**src/sv/mas_pkg.sv**
```systemverilog
`default_nettype none
// ----------------------------------------------------------------------------
// mas_pkg
// Types and constants shared by the Modbus ASCII slave handler files.
// ----------------------------------------------------------------------------
package mas_pkg;

  localparam int RX_DEPTH_DEF = 32;
  // buffer positions the frame decoder looks at
  localparam int HEX_SPAN     = 10;

  localparam logic [1:0] REQ_CHAR   = 2'd0;
  localparam logic [1:0] REQ_ANALOG = 2'd1;
  localparam logic [1:0] REQ_INPUTS = 2'd2;

  localparam logic [7:0] CH_COLON = 8'h3a;
  localparam logic [7:0] CH_CR    = 8'd13;

  localparam logic [7:0] FN_READ_COILS  = 8'h01;
  localparam logic [7:0] FN_READ_INPUTS = 8'h02;
  localparam logic [7:0] FN_READ_REGS   = 8'h03;
  localparam logic [7:0] FN_WRITE_COIL  = 8'h05;

  localparam logic [7:0] COIL_ON       = 8'hff;
  localparam logic [7:0] BYTE_COUNT_1  = 8'h01;
  localparam logic [7:0] BYTE_COUNT_8  = 8'h08;
  localparam logic [7:0] DEV_ADDR_RST  = 8'd1;
  localparam logic [1:0] DIN_RST       = 2'd3;

  localparam logic [3:0] LEN_READ_BITS = 4'd4;
  localparam logic [3:0] LEN_READ_REGS = 4'd11;
  localparam logic [3:0] LEN_WRITE     = 4'd6;

  typedef struct packed {
    logic [1:0] req_type;
    logic [7:0] rx_char;
    logic [1:0] reg_index;
    logic [9:0] reg_value;
    logic [1:0] button_bits;
  } req_t;

  typedef struct packed {
    logic [7:0] resp_byte;
    logic       resp_last;
    logic [3:0] coil_state;
  } resp_t;

endpackage
`default_nettype wire

```
**src/sv/mas_if.sv**
```systemverilog
`default_nettype none
// ----------------------------------------------------------------------------
// mas_if
// Valid/ready channels for requests and response bytes.
// ----------------------------------------------------------------------------
interface mas_req_if import mas_pkg::*; ();
  logic valid;
  logic ready;
  req_t data;
  modport source (output valid, output data, input ready);
  modport sink (input valid, input data, output ready);
endinterface

interface mas_resp_if import mas_pkg::*; ();
  logic  valid;
  logic  ready;
  resp_t data;
  modport source (output valid, output data, input ready);
  modport sink (input valid, input data, output ready);
endinterface
`default_nettype wire

```
**src/sv/mas_rxbuf.sv**
```systemverilog
`default_nettype none
// ----------------------------------------------------------------------------
// mas_rxbuf
// Frame character memory with a registered read that returns the hex digit
// value of the stored character; entries never written read as zero.
// ----------------------------------------------------------------------------
module mas_rxbuf
  import mas_pkg::*;
#(
  parameter int RX_DEPTH = RX_DEPTH_DEF
) (
  input  wire logic                        clk,
  input  wire logic                        rst,
  input  wire logic                        wr_en,
  input  wire logic [$clog2(RX_DEPTH)-1:0] wr_addr,
  input  wire logic [7:0]                  wr_data,
  input  wire logic [$clog2(RX_DEPTH)-1:0] rd_addr,
  output logic      [3:0]                  rd_digit
);

  localparam int AW     = $clog2(RX_DEPTH);
  localparam int SPAN_W = $clog2(HEX_SPAN);

  logic [7:0]          mem [RX_DEPTH];
  logic [HEX_SPAN-1:0] seen;
  logic [7:0]          rd_q;
  logic                rd_hit;

  always_ff @(posedge clk) begin
    if (wr_en) begin
      mem[wr_addr] <= wr_data;
    end
    rd_q <= mem[rd_addr];
  end

  always_ff @(posedge clk) begin
    if (rst) begin
      seen   <= '0;
      rd_hit <= 1'b0;
    end else begin
      if (wr_en && (wr_addr < AW'(HEX_SPAN))) begin
        seen[wr_addr[SPAN_W-1:0]] <= 1'b1;
      end
      rd_hit <= (rd_addr < AW'(HEX_SPAN)) && seen[rd_addr[SPAN_W-1:0]];
    end
  end

  always_comb begin
    rd_digit = 4'd0;
    if (rd_hit) begin
      if (rd_q >= "0" && rd_q <= "9") begin
        rd_digit = 4'(rd_q - "0");
      end else if (rd_q >= "A" && rd_q <= "F") begin
        rd_digit = 4'(rd_q - "A" + 8'd10);
      end else if (rd_q >= "a" && rd_q <= "f") begin
        rd_digit = 4'(rd_q - "a" + 8'd10);
      end
    end
  end

endmodule
`default_nettype wire

```
**src/sv/modbus_ascii_slave_handler.sv**
```systemverilog
`default_nettype none
// ----------------------------------------------------------------------------
// modbus_ascii_slave_handler
// Modbus ASCII slave front end producing a binary response byte stream.
// ----------------------------------------------------------------------------
// Characters, analog register updates and discrete input updates are taken
// one per cycle while no frame is being answered. A CR that closes a frame
// starts the responder: it reads eight characters of the frame memory, one a
// cycle through its single registered read port, then decides on the frame and
// loads one response byte a cycle into the output register while the sink
// takes them (4, 6 or 11 bytes). Input is held off from the CR until the last
// response byte is in the output register, or until the decision if the frame
// is for another address or has an unsupported function code.
module modbus_ascii_slave_handler
  import mas_pkg::*;
#(
  parameter int RX_DEPTH = RX_DEPTH_DEF
) (
  input  wire logic       clk,
  input  wire logic       rst,
  mas_req_if.sink         req,
  mas_resp_if.source      resp,
  input  wire logic       cfg_wr_en,
  input  wire logic [7:0] cfg_wr_data
);

  localparam int AW = $clog2(RX_DEPTH);
  localparam int CW = $clog2(RX_DEPTH + 1);

  localparam logic [1:0] S_IDLE   = 2'd0;
  localparam logic [1:0] S_READ   = 2'd1;
  localparam logic [1:0] S_DECIDE = 2'd2;
  localparam logic [1:0] S_EMIT   = 2'd3;

  logic [1:0]    state;
  logic [7:0]    dev_addr;
  logic          in_frame;
  logic [CW-1:0] char_count;
  logic [3:0]    coil_bits;
  logic [1:0]    din;
  logic [9:0]    areg [4];
  logic [3:0]    rd_step;
  logic [31:0]   nib;
  logic [7:0]    func;
  logic [3:0]    resp_len;
  logic [3:0]    byte_idx;
  logic          out_valid;
  resp_t         out_data;

  logic          take;
  logic          wr_en;
  logic [3:0]    rd_pos;
  logic [3:0]    rd_digit;
  logic          load;
  logic          is_last;
  logic [7:0]    cur_byte;
  logic [7:0]    f_addr;
  logic [7:0]    f_func;
  logic [7:0]    f_coil;
  logic [7:0]    f_value;
  logic [3:0]    coil_mask;

  assign req.ready  = (state == S_IDLE);
  assign take       = req.valid && req.ready;
  assign resp.valid = out_valid;
  assign resp.data  = out_data;

  assign wr_en = take && (req.data.req_type == REQ_CHAR) && in_frame &&
                 (req.data.rx_char != CH_CR) && (char_count < CW'(RX_DEPTH));

  // positions 0-3 then 6-9
  assign rd_pos = (rd_step < 4'd4) ? rd_step : rd_step + 4'd2;

  mas_rxbuf #(
    .RX_DEPTH (RX_DEPTH)
  ) u_rxbuf (
    .clk      (clk),
    .rst      (rst),
    .wr_en    (wr_en),
    .wr_addr  (char_count[AW-1:0]),
    .wr_data  (req.data.rx_char),
    .rd_addr  (AW'(rd_pos)),
    .rd_digit (rd_digit)
  );

  assign f_addr    = nib[31:24];
  assign f_func    = nib[23:16];
  assign f_coil    = nib[15:8];
  assign f_value   = nib[7:0];
  assign coil_mask = 4'b0001 << f_coil[1:0];

  assign load    = (state == S_EMIT) && (!out_valid || resp.ready);
  assign is_last = (byte_idx == resp_len - 4'd1);

  always_comb begin
    cur_byte = 8'h00;
    case (byte_idx)
      4'd0: cur_byte = dev_addr;
      4'd1: cur_byte = func;
      4'd2: begin
        case (func)
          FN_READ_REGS:  cur_byte = BYTE_COUNT_8;
          FN_WRITE_COIL: cur_byte = 8'h00;
          default:       cur_byte = BYTE_COUNT_1;
        endcase
      end
      4'd3: begin
        case (func)
          FN_READ_COILS:  cur_byte = {4'd0, coil_bits};
          FN_READ_INPUTS: cur_byte = {6'd0, din};
          FN_READ_REGS:   cur_byte = {6'd0, areg[0][9:8]};
          default:        cur_byte = f_coil;
        endcase
      end
      4'd4:    cur_byte = (func == FN_READ_REGS) ? areg[0][7:0] : f_value;
      4'd5:    cur_byte = (func == FN_READ_REGS) ? {6'd0, areg[1][9:8]} : 8'h00;
      4'd6:    cur_byte = areg[1][7:0];
      4'd7:    cur_byte = {6'd0, areg[2][9:8]};
      4'd8:    cur_byte = areg[2][7:0];
      4'd9:    cur_byte = {6'd0, areg[3][9:8]};
      4'd10:   cur_byte = areg[3][7:0];
      default: cur_byte = 8'h00;
    endcase
  end

  always_ff @(posedge clk) begin
    if (rst) begin
      state      <= S_IDLE;
      dev_addr   <= DEV_ADDR_RST;
      in_frame   <= 1'b0;
      char_count <= '0;
      coil_bits  <= 4'd0;
      din        <= DIN_RST;
      areg[0]    <= '0;
      areg[1]    <= '0;
      areg[2]    <= '0;
      areg[3]    <= '0;
      rd_step    <= 4'd0;
      byte_idx   <= 4'd0;
      out_valid  <= 1'b0;
    end else begin
      if (cfg_wr_en) begin
        dev_addr <= cfg_wr_data;
      end
      if (load) begin
        out_valid <= 1'b1;
      end else if (resp.ready) begin
        out_valid <= 1'b0;
      end
      case (state)
        S_IDLE: begin
          if (take) begin
            case (req.data.req_type)
              REQ_ANALOG: areg[req.data.reg_index] <= req.data.reg_value;
              REQ_INPUTS: din <= req.data.button_bits;
              REQ_CHAR: begin
                if (!in_frame) begin
                  if (req.data.rx_char == CH_COLON) begin
                    in_frame   <= 1'b1;
                    char_count <= '0;
                  end
                end else if (req.data.rx_char == CH_CR) begin
                  in_frame   <= 1'b0;
                  char_count <= '0;
                  rd_step    <= 4'd0;
                  state      <= S_READ;
                end else if (wr_en) begin
                  char_count <= char_count + CW'(1);
                end
              end
              default: ;
            endcase
          end
        end
        S_READ: begin
          rd_step <= rd_step + 4'd1;
          if (rd_step == 4'd8) begin
            state <= S_DECIDE;
          end
        end
        S_DECIDE: begin
          func     <= f_func;
          byte_idx <= 4'd0;
          if (f_addr == dev_addr) begin
            case (f_func)
              FN_READ_COILS, FN_READ_INPUTS: begin
                resp_len <= LEN_READ_BITS;
                state    <= S_EMIT;
              end
              FN_READ_REGS: begin
                resp_len <= LEN_READ_REGS;
                state    <= S_EMIT;
              end
              FN_WRITE_COIL: begin
                resp_len <= LEN_WRITE;
                state    <= S_EMIT;
                if (f_coil < 8'd4) begin
                  if (f_value == COIL_ON) begin
                    coil_bits <= coil_bits | coil_mask;
                  end else begin
                    coil_bits <= coil_bits & ~coil_mask;
                  end
                end
              end
              default: state <= S_IDLE;
            endcase
          end else begin
            state <= S_IDLE;
          end
        end
        S_EMIT: begin
          if (load) begin
            byte_idx <= byte_idx + 4'd1;
            if (is_last) begin
              state <= S_IDLE;
            end
          end
        end
        default: state <= S_IDLE;
      endcase
    end
  end

  // digit shift register and output payload
  always_ff @(posedge clk) begin
    if (state == S_READ && rd_step != 4'd0) begin
      nib <= {nib[27:0], rd_digit};
    end
    if (load) begin
      out_data.resp_byte  <= cur_byte;
      out_data.resp_last  <= is_last;
      out_data.coil_state <= coil_bits;
    end
  end

  a_cr_starts_read: assert property (@(posedge clk) disable iff (rst)
    take && (req.data.req_type == REQ_CHAR) && in_frame && (req.data.rx_char == CH_CR)
    |=> (state == S_READ) && !in_frame && (rd_step == 4'd0))
    else $error("frame close did not start the responder");

  a_count_bound: assert property (@(posedge clk) disable iff (rst)
    char_count <= CW'(RX_DEPTH))
    else $error("character count past buffer depth");

  a_emit_index: assert property (@(posedge clk) disable iff (rst)
    (state == S_EMIT) |-> (byte_idx < resp_len))
    else $error("response byte index past response length");

  a_last_ends: assert property (@(posedge clk) disable iff (rst)
    load && is_last |=> (state == S_IDLE) && out_valid && out_data.resp_last)
    else $error("last response byte did not end the response");

  a_read_bound: assert property (@(posedge clk) disable iff (rst)
    (state == S_READ) |-> (rd_step <= 4'd8))
    else $error("frame read step out of range");

endmodule
`default_nettype wire
```
**src/flat_wrapper.sv**
```systemverilog
// flat-port wrapper written by rule: the top's interface ports become plain ports
module modbus_ascii_slave_handler_flat import mas_pkg::*;
#(
  parameter int RX_DEPTH = RX_DEPTH_DEF
)
  (clk, rst, cfg_wr_en, cfg_wr_data, req_valid, req_data, req_ready, resp_valid, resp_data, resp_ready);
  mas_req_if req_i ();
  mas_resp_if resp_i ();
  input  wire logic clk;
  input  wire logic rst;
  input  wire logic cfg_wr_en;
  input  wire logic [7:0] cfg_wr_data;
  input wire logic [$bits(req_i.valid)-1:0] req_valid;
  input wire logic [$bits(req_i.data)-1:0] req_data;
  output wire logic [$bits(req_i.ready)-1:0] req_ready;
  output wire logic [$bits(resp_i.valid)-1:0] resp_valid;
  output wire logic [$bits(resp_i.data)-1:0] resp_data;
  input wire logic [$bits(resp_i.ready)-1:0] resp_ready;
  assign req_i.valid = req_valid;
  assign req_i.data = req_data;
  assign req_ready = req_i.ready;
  assign resp_valid = resp_i.valid;
  assign resp_data = resp_i.data;
  assign resp_i.ready = resp_ready;
  modbus_ascii_slave_handler #(.RX_DEPTH(RX_DEPTH)) u_core (.clk(clk), .rst(rst), .req(req_i), .resp(resp_i), .cfg_wr_en(cfg_wr_en), .cfg_wr_data(cfg_wr_data));
endmodule
```
**config.mk**
```make
export PLATFORM = sky130hd
export DESIGN_NAME = modbus_ascii_slave_handler_flat
export DESIGN_NICKNAME = d
export VERILOG_FILES = /design/src/sv/mas_pkg.sv /design/src/sv/mas_if.sv /design/src/sv/mas_rxbuf.sv /design/src/sv/modbus_ascii_slave_handler.sv /design/src/flat_wrapper.sv
export SDC_FILE = /design/constraint.sdc
export NUM_CORES = 1
export LEC_CHECK = 0
export BUFFER_PORTS_ARGS = -buffer_cell sky130_fd_sc_hd__buf_4
export CAP_MARGIN = 20
export CORE_MARGIN = 2
export CORE_UTILIZATION = 46
export CTS_CLUSTER_DIAMETER = 200
export DETAILED_ROUTE_END_ITERATION = 16
export HOLD_SLACK_MARGIN = 0.05
export PLACE_DENSITY = 0.66
export SLEW_MARGIN = 20
export SYNTH_ARGS = -nofsm -noshare
export SYNTH_HDL_FRONTEND = slang
export SYNTH_HIERARCHICAL = 1
export SYNTH_SLANG_ARGS = --single-unit
```
**constraint.sdc**
```tcl
create_clock -name clk -period 7.59 [get_ports clk]
set_input_delay 1.518 -clock clk [delete_from_list [all_inputs] [get_ports clk]]
set_output_delay 1.518 -clock clk [all_outputs]
set_load 0.1 [all_outputs]
```
==> results of run 1 <==
-- sequential cells by signal (all words and copies together), names as in the netlist, 3 cells and up, named ones only --
| signal | count |
|---|---|
| u_core/areg | 40 |
| u_core/byte_idx | 4 |
| u_core/char_count | 6 |
| u_core/dev_addr | 8 |
| u_core/func | 8 |
| u_core/nib | 32 |
| u_core/rd_step | 4 |
| u_core/resp.data | 13 |
| u_core/resp_len | 3 |
| u_core/u_rxbuf/mem | 256 |
| u_core/u_rxbuf/rd_q | 8 |
| u_core/u_rxbuf/seen | 10 |
-- logic make-up (layout without fill, tap and decap cells) --
family	Yosys count	count (layout)	synth area share, %
multiplexers	114	114	10.6
other	1	1	0.0226
AND/OR/NAND/NOR	257	257	8.42
buffers and inverters	66	158	1.92
AO/OA/AOI/OAI	158	158	7.34
adder cells (fa/ha/maj)	12	12	0.906
flip-flops	403	403	70.0
XOR/XNOR	15	15	0.793
-- area by class of cell --
class	count	area, um2	share of cell area [%]
Inverter	18	67.6	0.360
Sequential cell	403	11600	61.7
Multi-Input combinational cell	557	4690	25.0
Tap cell	461	577	3.07
Clock buffer	55	1140	6.07
Timing Repair Buffer	61	478	2.54
Clock inverter	24	235	1.25
-- synthesized netlist by cell type, drive strengths merged, types with 3 or more instances --
cell | count | area [um2]
clkbuf | 27 | 101
or3 | 8 | 55.1
edfxtp | 352 | 10600
a22o | 6 | 52.6
nand3b | 10 | 75.1
o21ba | 4 | 40.0
buf | 21 | 149
a21oi | 29 | 145
dfxtp | 51 | 1020
o22ai | 9 | 56.3
mux2 | 5 | 56.3
nor2 | 81 | 304
nand4b | 3 | 26.3
ha | 12 | 150
a2111oi | 4 | 80.1
inv | 18 | 67.6
nor4b | 3 | 26.3
xnor2 | 14 | 123
nor3 | 14 | 70.1
mux2i | 60 | 601
o211ai | 5 | 37.5
nand2b | 20 | 125
nand2 | 23 | 86.3
a221oi | 13 | 126
nand4 | 7 | 43.8
or3b | 5 | 43.8
and2 | 41 | 257
or4b | 3 | 30.0
o21ai | 9 | 45.0
nor2b | 11 | 68.8
or2 | 5 | 31.3
mux4 | 49 | 1100
a211o | 3 | 26.3
a211oi | 16 | 120
or4 | 6 | 48.8
nor4 | 4 | 25.0
o221ai | 9 | 78.8
a31oi | 9 | 56.3
nand3 | 8 | 40.0
a311oi | 5 | 43.8
a22oi | 16 | 120
-- final timing paths --
kind / to / slack (ns) / cells past startpoint / start
worst min register to register: u_core/nib[28] / 0.47 / 0 / u_core/nib[24]
worst min-delay path: u_core/nib[28] / 0.47 / 0 / u_core/nib[24]
worst max-delay path: u_core/u_rxbuf/mem[1][1] / 3.25 / 6 / req_data[23]
worst max register to register: u_core/u_rxbuf/mem[1][1] / 3.87 / 5 / u_core/state[1]
-- per-layer routing --
layer  vias to the layer above  wire (um)
met3                        67       2010
met1                      4574      14800
li1                       4187          -
met4                         0       1080
met5                         -          0
met2                       286      18000
-- worst max-delay path, cell delays in order --
cell and delay [ns]:
buf_4 0.12, nor4b_1 0.52, nand2b_1 0.30, nor3_1 0.66, or4b_2 0.71, nor2_1 0.70
-- through the flow --
step | util (%) | setup WS [ns]
2_1_floorplan | - | 3.33
3_3_place_gp | 49.0 | 2.70
3_5_place_dp | 49.0 | 2.52
4_1_cts | 52.8 | 3.08
5_1_grt | 52.9 | 2.94
6_report | 52.9 | 3.25
-- power breakdown --
group	leakage (nW)	switching (mW)	internal (mW)
registers	3.65	0.00880	2.42
clock network	0.663	0.860	1.18
logic	1.59	0.0591	0.0311
total	5.90	0.928	3.63
==> flow_metrics.py, run 1 <==
metrics = {
    "sta": {
        "hold_violations": 0,
        "slew_headroom_pct": 34.0,
        "fin_crit_ns": 4.34,
        "setup_viol": 0,
        "fin_worst_skew_ns": 0.00856,
        "max_freq_mhz": 230,
        "holdWs_ns": 0.473,
        "finalCritPeriodShare_pct": 57.2,
        "tightest_slew_ns": 0.989,
        "rsz0062_at_grt": "no",
        "fin_tns_setup_ns": 0,
        "drv_slew": 0,
    },
    "power": {
        "p_leak_nw": 5.90,
        "irDropWorstVdd_v": 0.000210,
        "power_density_nw_per_um2": 242,
        "total_power_mw": 4.55,
    },
    "grt": {
        "grt_busiest_layer": "met2",
        "antenna_found_initial": 0,
        "grt_pass1_wl_um": 55000,
        "globalRouteMet1Util_pct": 24.6,
        "grt-ovfl-total": 0,
        "grt_max_degree": 56,
        "track_usage_pct": 19.3,
        "met3_usage_pct": 3.60,
        "grt_pass1_vias": 9202,
        "met2_usage_pct": 32.9,
    },
    "finish": {
        "fillers": 2817,
        "fin_cells": 1579,
        "final_common_cell": "edfxtp_1",
        "area_growth_pct": 13.4,
        "nets": 1133,
        "antenna_cells": 0,
        "final_cell_mix": "edfxtp_1, nor2_1, buf_4, mux2i_1, dfxtp_1",
        "drive_gt1_share_pct": 18.4,
        "design_area_um2": 18800,
    },
    "route": {
        "routed_wl_um": 35900,
        "drtPass1Iterations": 5,
        "detail_route.wl_per_cell_um": 22.8,
        "vias_per_cell": 5.77,
        "drc": 0,
        "vias": 9114,
        "drtAntennaViolNets": 0,
        "drt_iter0_drc": 747,
    },
    "die": {
        "die_h_um": 194,
        "dieArea_um2": 37500,
        "die_w_um": 194,
        "core_area_um2": 35500,
        "initial_core_util_pct": 46.7,
        "rows": 69,
        "io_pins": 52,
    },
    "synthesis": {
        "ys_warn_count": 6,
        "synth.distinct_cells": 71,
        "synth_area_um2": 16600,
        "netlist_instances": 1026,
        "yosysSeqAreaShare_pct": 70.0,
        "synthArstFlopShare_pct": 0,
        "avgSynthCellArea_um2": 16.1,
        "syn_nets": 1075,
        "synth_edf_count": 352,
        "synth_flop_cell": "edfxtp_1",
        "ys_ff_latch": 403,
    },
    "place": {
        "placedInstanceArea_um2": 17400,
        "io_buffers": 51,
        "dpl.hpwl_um": 23300,
        "place_inst": 1499,
        "gp_congestion": 0.895,
    },
    "worst_setup_path": {
        "crit_required_ns": 7.78,
        "crit_type": "input pin to flip-flop",
        "start_kind": "input pin",
        "path_max_fanout": 9,
        "cp-end-kind": "flip-flop",
        "cp_data_arrival_time_ns": 4.53,
    },
    "clock_tree": {
        "insertion_delay_ns": 0.57,
        "cts_buffer_depth": 3,
        "clk_pin_slew_ns": 0.06,
        "cts-htree-levels": 2,
        "cts_setup_buffers": 0,
        "cts_buffers": 43,
        "cts_resized": 0,
        "cts_root_buffer": "clkbuf_16",
        "cts_hold_buf": 0,
        "cts_tree": "yes",
        "numClockSinks": 403,
    },
    "run": {
        "drv_cap": 0,
    },
    "status": {
        "status": "finished clean",
    },
    "worst_hold_path": {
        "min_path_type": "flip-flop to flip-flop",
    },
}
(Power assumes the default switching activity.)
==> run 2: changes to the inputs <==
- PLACE_DENSITY: 0.66 -> 0.68
- clock period: 7.59 -> 3.9 ns (I/O delays scaled with it)
==> run 2 against run 1 <==
Largest cell class unchanged. Flip-flop and latch count unchanged. Sequential power increased by 95%. Clock-buffer cell count decreased by 2. Setup slack got worse by 2.4 ns.
==> flow_metrics.py, run 2 (synthesized netlist as in run 1, its figures left out) <==
metrics = {
    "clock_tree": {
        "clk_pin_slew_ns": 0.06,
        "cts_hold_buf": 0,
        "numClockSinks": 403,
        "cts_setup_buffers": 0,
        "cts_buffer_depth": 3,
        "cts_buffers": 41,
        "insertion_delay_ns": 0.56,
        "cts_resized": 0,
        "cts_tree": "yes",
        "cts-htree-levels": 2,
        "cts_root_buffer": "clkbuf_16",
    },
    "die": {
        "initial_core_util_pct": 46.7,
        "io_pins": 52,
        "die_h_um": 194,
        "core_area_um2": 35500,
        "rows": 69,
        "die_w_um": 194,
        "dieArea_um2": 37500,
    },
    "route": {
        "vias_per_cell": 5.98,
        "drt_iter0_drc": 859,
        "drc": 0,
        "vias": 9518,
        "drtAntennaViolNets": 0,
        "drtPass1Iterations": 5,
        "routed_wl_um": 37500,
        "detail_route.wl_per_cell_um": 23.6,
    },
    "grt": {
        "track_usage_pct": 19.9,
        "grt_pass1_vias": 9420,
        "antenna_found_initial": 0,
        "grt_pass1_wl_um": 56700,
        "grt-ovfl-total": 0,
        "grt_max_degree": 54,
    },
    "worst_setup_path": {
        "worst-path-stages": 7,
        "reg2reg_to": "u_core/u_rxbuf/mem[1][1]",
        "crit_top_cell": "buf_4",
        "crit_slowest_cell": "or4b_2",
        "cpLargestDelayFamily": "simple AND/OR/NAND/NOR gates",
        "cp_data_arrival_time_ns": 3.28,
        "worst_r2r_startpoint": "u_core/state[1]",
        "crit_chain": "nor4b_1, buf_4, nand2b_1, nor3_1, or4b_2, buf_4, nor2_1",
        "critPathBufInv": 2,
        "start_kind": "flip-flop",
        "r2r_cells": 7,
        "crit_type": "flip-flop to flip-flop",
        "crit_required_ns": 4.08,
        "rrSetupSlack_ns": 0.80,
        "critical-path-max-stage-delay_ns": 0.66,
        "cp-startpoint": "u_core/state[1]",
        "path_max_fanout": 9,
        "cp-end-kind": "flip-flop",
        "critPathCapture": "u_core/u_rxbuf/mem[1][1]",
    },
    "place": {
        "gp_congestion": 0.911,
        "placedInstanceArea_um2": 17500,
        "dpl.hpwl_um": 24200,
        "io_buffers": 51,
        "place_inst": 1516,
    },
    "finish": {
        "fillers": 2824,
        "fin_cells": 1591,
        "drive_gt1_share_pct": 19.3,
        "regMostFlops": "u_core/u_rxbuf/mem",
        "final_common_cell": "edfxtp_1",
        "design_area_um2": 18800,
        "final_cell_mix": "edfxtp_1, nor2_1, buf_4",
        "antenna_cells": 0,
        "top_regs": "u_core/u_rxbuf/mem x256, u_core/areg x40, u_core/nib x32",
        "nets": 1147,
        "area_growth_pct": 13.6,
        "largest_reg_flops": 256,
    },
    "sta": {
        "rsz0062_at_grt": "no",
        "drv_slew": 0,
        "fin_worst_skew_ns": 0.0169,
        "holdWs_ns": 0.438,
        "fin_crit_ns": 3.10,
        "max_freq_mhz": 323,
        "setup_viol": 0,
        "tightest_slew_ns": 1.16,
        "finalCritPeriodShare_pct": 79.4,
        "fin_tns_setup_ns": 0,
        "hold_violations": 0,
        "slew_headroom_pct": 22.3,
    },
    "run": {
        "drv_cap": 0,
    },
    "power": {
        "p_leak_nw": 5.93,
        "power_density_nw_per_um2": 464,
        "irDropWorstVdd_v": 0.000546,
    },
    "status": {
        "status": "finished clean",
    },
    "worst_hold_path": {
        "min_path_type": "input pin to flip-flop",
    },
}
run 2: layout make-up:
class | instances | area, um2 | share of cell area (%)
clock buffer | 53 | 1100 | 5.86
clock inverter | 22 | 205 | 1.09
inverter | 18 | 67.6 | 0.359
multi-input combinational | 557 | 4690 | 24.9
sequential | 403 | 11600 | 61.6
tap | 461 | 577 | 3.07
timing repair buffer | 77 | 578 | 3.07
run 2: metrics by stage:
| step | utilization, % | power [mW] | setup slack, ns |
|---|---|---|---|
| 4_1_cts | 53.0 | 8.80 | 0.623 |
| 3_3_place_gp | 49.3 | 4.99 | 0.247 |
| 3_5_place_dp | 49.3 | 4.99 | 0.136 |
| 6_report | 53.0 | 8.73 | 0.802 |
| 5_1_grt | 53.0 | 8.98 | 0.625 |
| 2_1_floorplan | - | 4.87 | 0.378 |
run 2: where the power goes:
group | switching [mW] | internal, mW
logic | 0.122 | 0.0678
clock network | 1.62 | 2.21
registers | 0.0166 | 4.70
total | 1.76 | 6.97
run 2: worst min-delay path by stage:
stage,start,end,slack (ns),depth (start not counted)
CTS,cfg_wr_data[0],u_core/dev_addr[0],0.41,2
detailed placement,u_core/nib[24],u_core/nib[28],0.46,0
finish,cfg_wr_data[0],u_core/dev_addr[0],0.44,2
global route,cfg_wr_data[0],u_core/dev_addr[0],0.44,2
global placement,u_core/u_rxbuf/seen[7],u_core/u_rxbuf/seen[7],0.45,2
floorplan,flip-flop,u_core/resp.data[1],0.42,0
run 2: per-layer routing:
| layer | global-route usage [%] | share of wire, % | vias up |
|---|---|---|---|
| met5 | 0 | 0 | - |
| met4 | 7.92 | 3.2 | 0 |
| li1 | - | - | 4216 |
| met3 | 3.90 | 6.9 | 75 |
| met1 | 26.4 | 41 | 4851 |
| met2 | 32.5 | 49 | 376 |
==> run 3: changes to the inputs <==
- PLACE_DENSITY: 0.68 -> 0.66
- clock period: 3.9 -> 3.2 ns (I/O delays scaled with it)
==> run 3 against run 2 <==
Sequential share of layout area fell by 0.39 points. Via count fell by 1.8%. Power rose by 20%. Largest cell class unchanged. Clock power rose by 18%. First-iteration DRC count fell by 13%. Core utilization rose by 0.34 points. Register-to-register slack got worse by 0.55 ns. Clock skew rose by 0.0079 ns. Wire length fell by 2.0%. Hold slack got worse by 0.12 ns. Maximum frequency rose by 5.0%.
==> flow_metrics.py, run 3 (synthesized netlist as in run 1, its figures left out) <==
metrics = {
    "status": {
        "status": "finished clean",
    },
    "route": {
        "vias": 9346,
        "drt_iter0_drc": 745,
        "drc": 0,
        "vias_per_cell": 5.85,
        "drtAntennaViolNets": 0,
        "detail_route.wl_per_cell_um": 23.0,
        "routed_wl_um": 36700,
        "drtPass1Iterations": 5,
    },
    "sta": {
        "max_freq_mhz": 339,
        "hold_violations": 0,
        "finalCritPeriodShare_pct": 92.2,
        "fin_ws_ns": 0.249,
        "setup_viol": 0,
        "tightest_slew_ns": 0.911,
        "holdWs_ns": 0.322,
        "fin_crit_ns": 2.95,
        "rsz0062_at_grt": "no",
        "slew_headroom_pct": 38.4,
        "drv_slew": 0,
        "fin_worst_skew_ns": 0.0249,
    },
    "power": {
        "total_power_mw": 10.5,
        "irDropWorstVdd_v": 0.000498,
        "p_leak_nw": 5.98,
        "power_density_nw_per_um2": 554,
    },
    "clock_tree": {
        "insertion_delay_ns": 0.54,
        "cts_resized": 0,
        "numClockSinks": 403,
        "cts_hold_buf": 0,
        "clk_pin_slew_ns": 0.06,
        "cts_buffer_depth": 3,
        "cts_buffers": 41,
        "cts_setup_buffers": 0,
        "cts_tree": "yes",
        "cts_root_buffer": "clkbuf_16",
        "cts-htree-levels": 2,
    },
    "die": {
        "dieArea_um2": 37500,
        "rows": 69,
        "io_pins": 52,
        "core_area_um2": 35500,
        "die_h_um": 194,
        "initial_core_util_pct": 46.7,
        "die_w_um": 194,
    },
    "worst_hold_path": {
        "min_path_type": "input pin to flip-flop",
        "min-delay-start": "cfg_wr_data[0]",
        "hold_depth": 2,
    },
    "finish": {
        "final_cell_mix": "edfxtp_1, buf_4, nor2_1",
        "drive_gt1_share_pct": 20.1,
        "design_area_um2": 18900,
        "largest_reg_flops": 256,
        "area_growth_pct": 14.3,
        "fin_cells": 1597,
        "final_common_cell": "edfxtp_1",
        "fillers": 2840,
        "regMostFlops": "u_core/u_rxbuf/mem",
        "nets": 1156,
        "antenna_cells": 0,
        "top_regs": "u_core/u_rxbuf/mem x256, u_core/areg x40, u_core/nib x32",
    },
    "grt": {
        "grt_pass1_wl_um": 55700,
        "antenna_found_initial": 0,
        "track_usage_pct": 19.5,
        "grt_max_degree": 50,
        "grt-ovfl-total": 0,
        "grt_pass1_vias": 9106,
    },
    "worst_setup_path": {
        "r2r_cells": 7,
        "start_kind": "flip-flop",
        "cp-startpoint": "u_core/state[1]",
        "worst_r2r_startpoint": "u_core/state[1]",
        "cp_data_arrival_time_ns": 3.12,
        "crit_type": "flip-flop to flip-flop",
        "cp-end-kind": "flip-flop",
        "path_max_fanout": 9,
        "crit_required_ns": 3.37,
    },
    "place": {
        "dpl.hpwl_um": 24300,
        "gp_congestion": 0.842,
        "placedInstanceArea_um2": 17700,
        "pre_cts_slack_ns": -0.0575,
        "place_inst": 1525,
        "io_buffers": 51,
    },
    "run": {
        "drv_cap": 0,
    },
}
==> run 3: worst paths after layout <==
| kind | end | slack, ns |
|---|---|---|
| max | u_core/u_rxbuf/mem[1][5] | 0.25 |
| min | u_core/dev_addr[0] | 0.32 |
| max reg2reg | u_core/u_rxbuf/mem[1][5] | 0.25 |
| min reg2reg | u_core/u_rxbuf/seen[7] | 0.47 |
==> run 3: worst max-delay path, stage by stage (launching register included) <==
cell	delay, ns
dfxtp_1	0.37
nor4b_1	0.35
buf_4	0.17
nand2b_1	0.09
nor3_1	0.17
buf_4	0.17
or4b_2	0.65
nor2_1	0.61
==> run 3: metal layers <==
layer / global-route usage (%) / vias up / routed length (um)
met1: 26.6 / 4730 / 15500
met5: 0 / - / 0
met4: 6.42 / 0 / 984
li1: - / 4227 / -
met2: 32.2 / 316 / 18100
met3: 3.24 / 73 / 2170
==> run 3: cell type report <==
class	count	area, um2	area share (%)
Multi-Input combinational cell	557	4690	24.8
Timing Repair Buffer	86	721	3.81
Clock inverter	11	111	0.588
Inverter	18	67.6	0.357
Sequential cell	403	11600	61.2
Tap cell	461	577	3.05
Clock buffer	61	1170	6.19
==> run 3: stage by stage <==
stage	utilization, %	setup TNS [ns]
CTS	53.4	0
floorplan	-	0
detailed placement	49.8	-1.24
global route	53.4	0
finish	53.4	0
global placement	49.7	-0.0459
==> run 3: where the power goes <==
part           total [mW]  internal, mW  leakage [nW]  switching, mW
sequential           5.75          5.73          3.64         0.0230
combinational       0.236        0.0847          1.73          0.151
clock                4.50          2.62         0.619           1.87
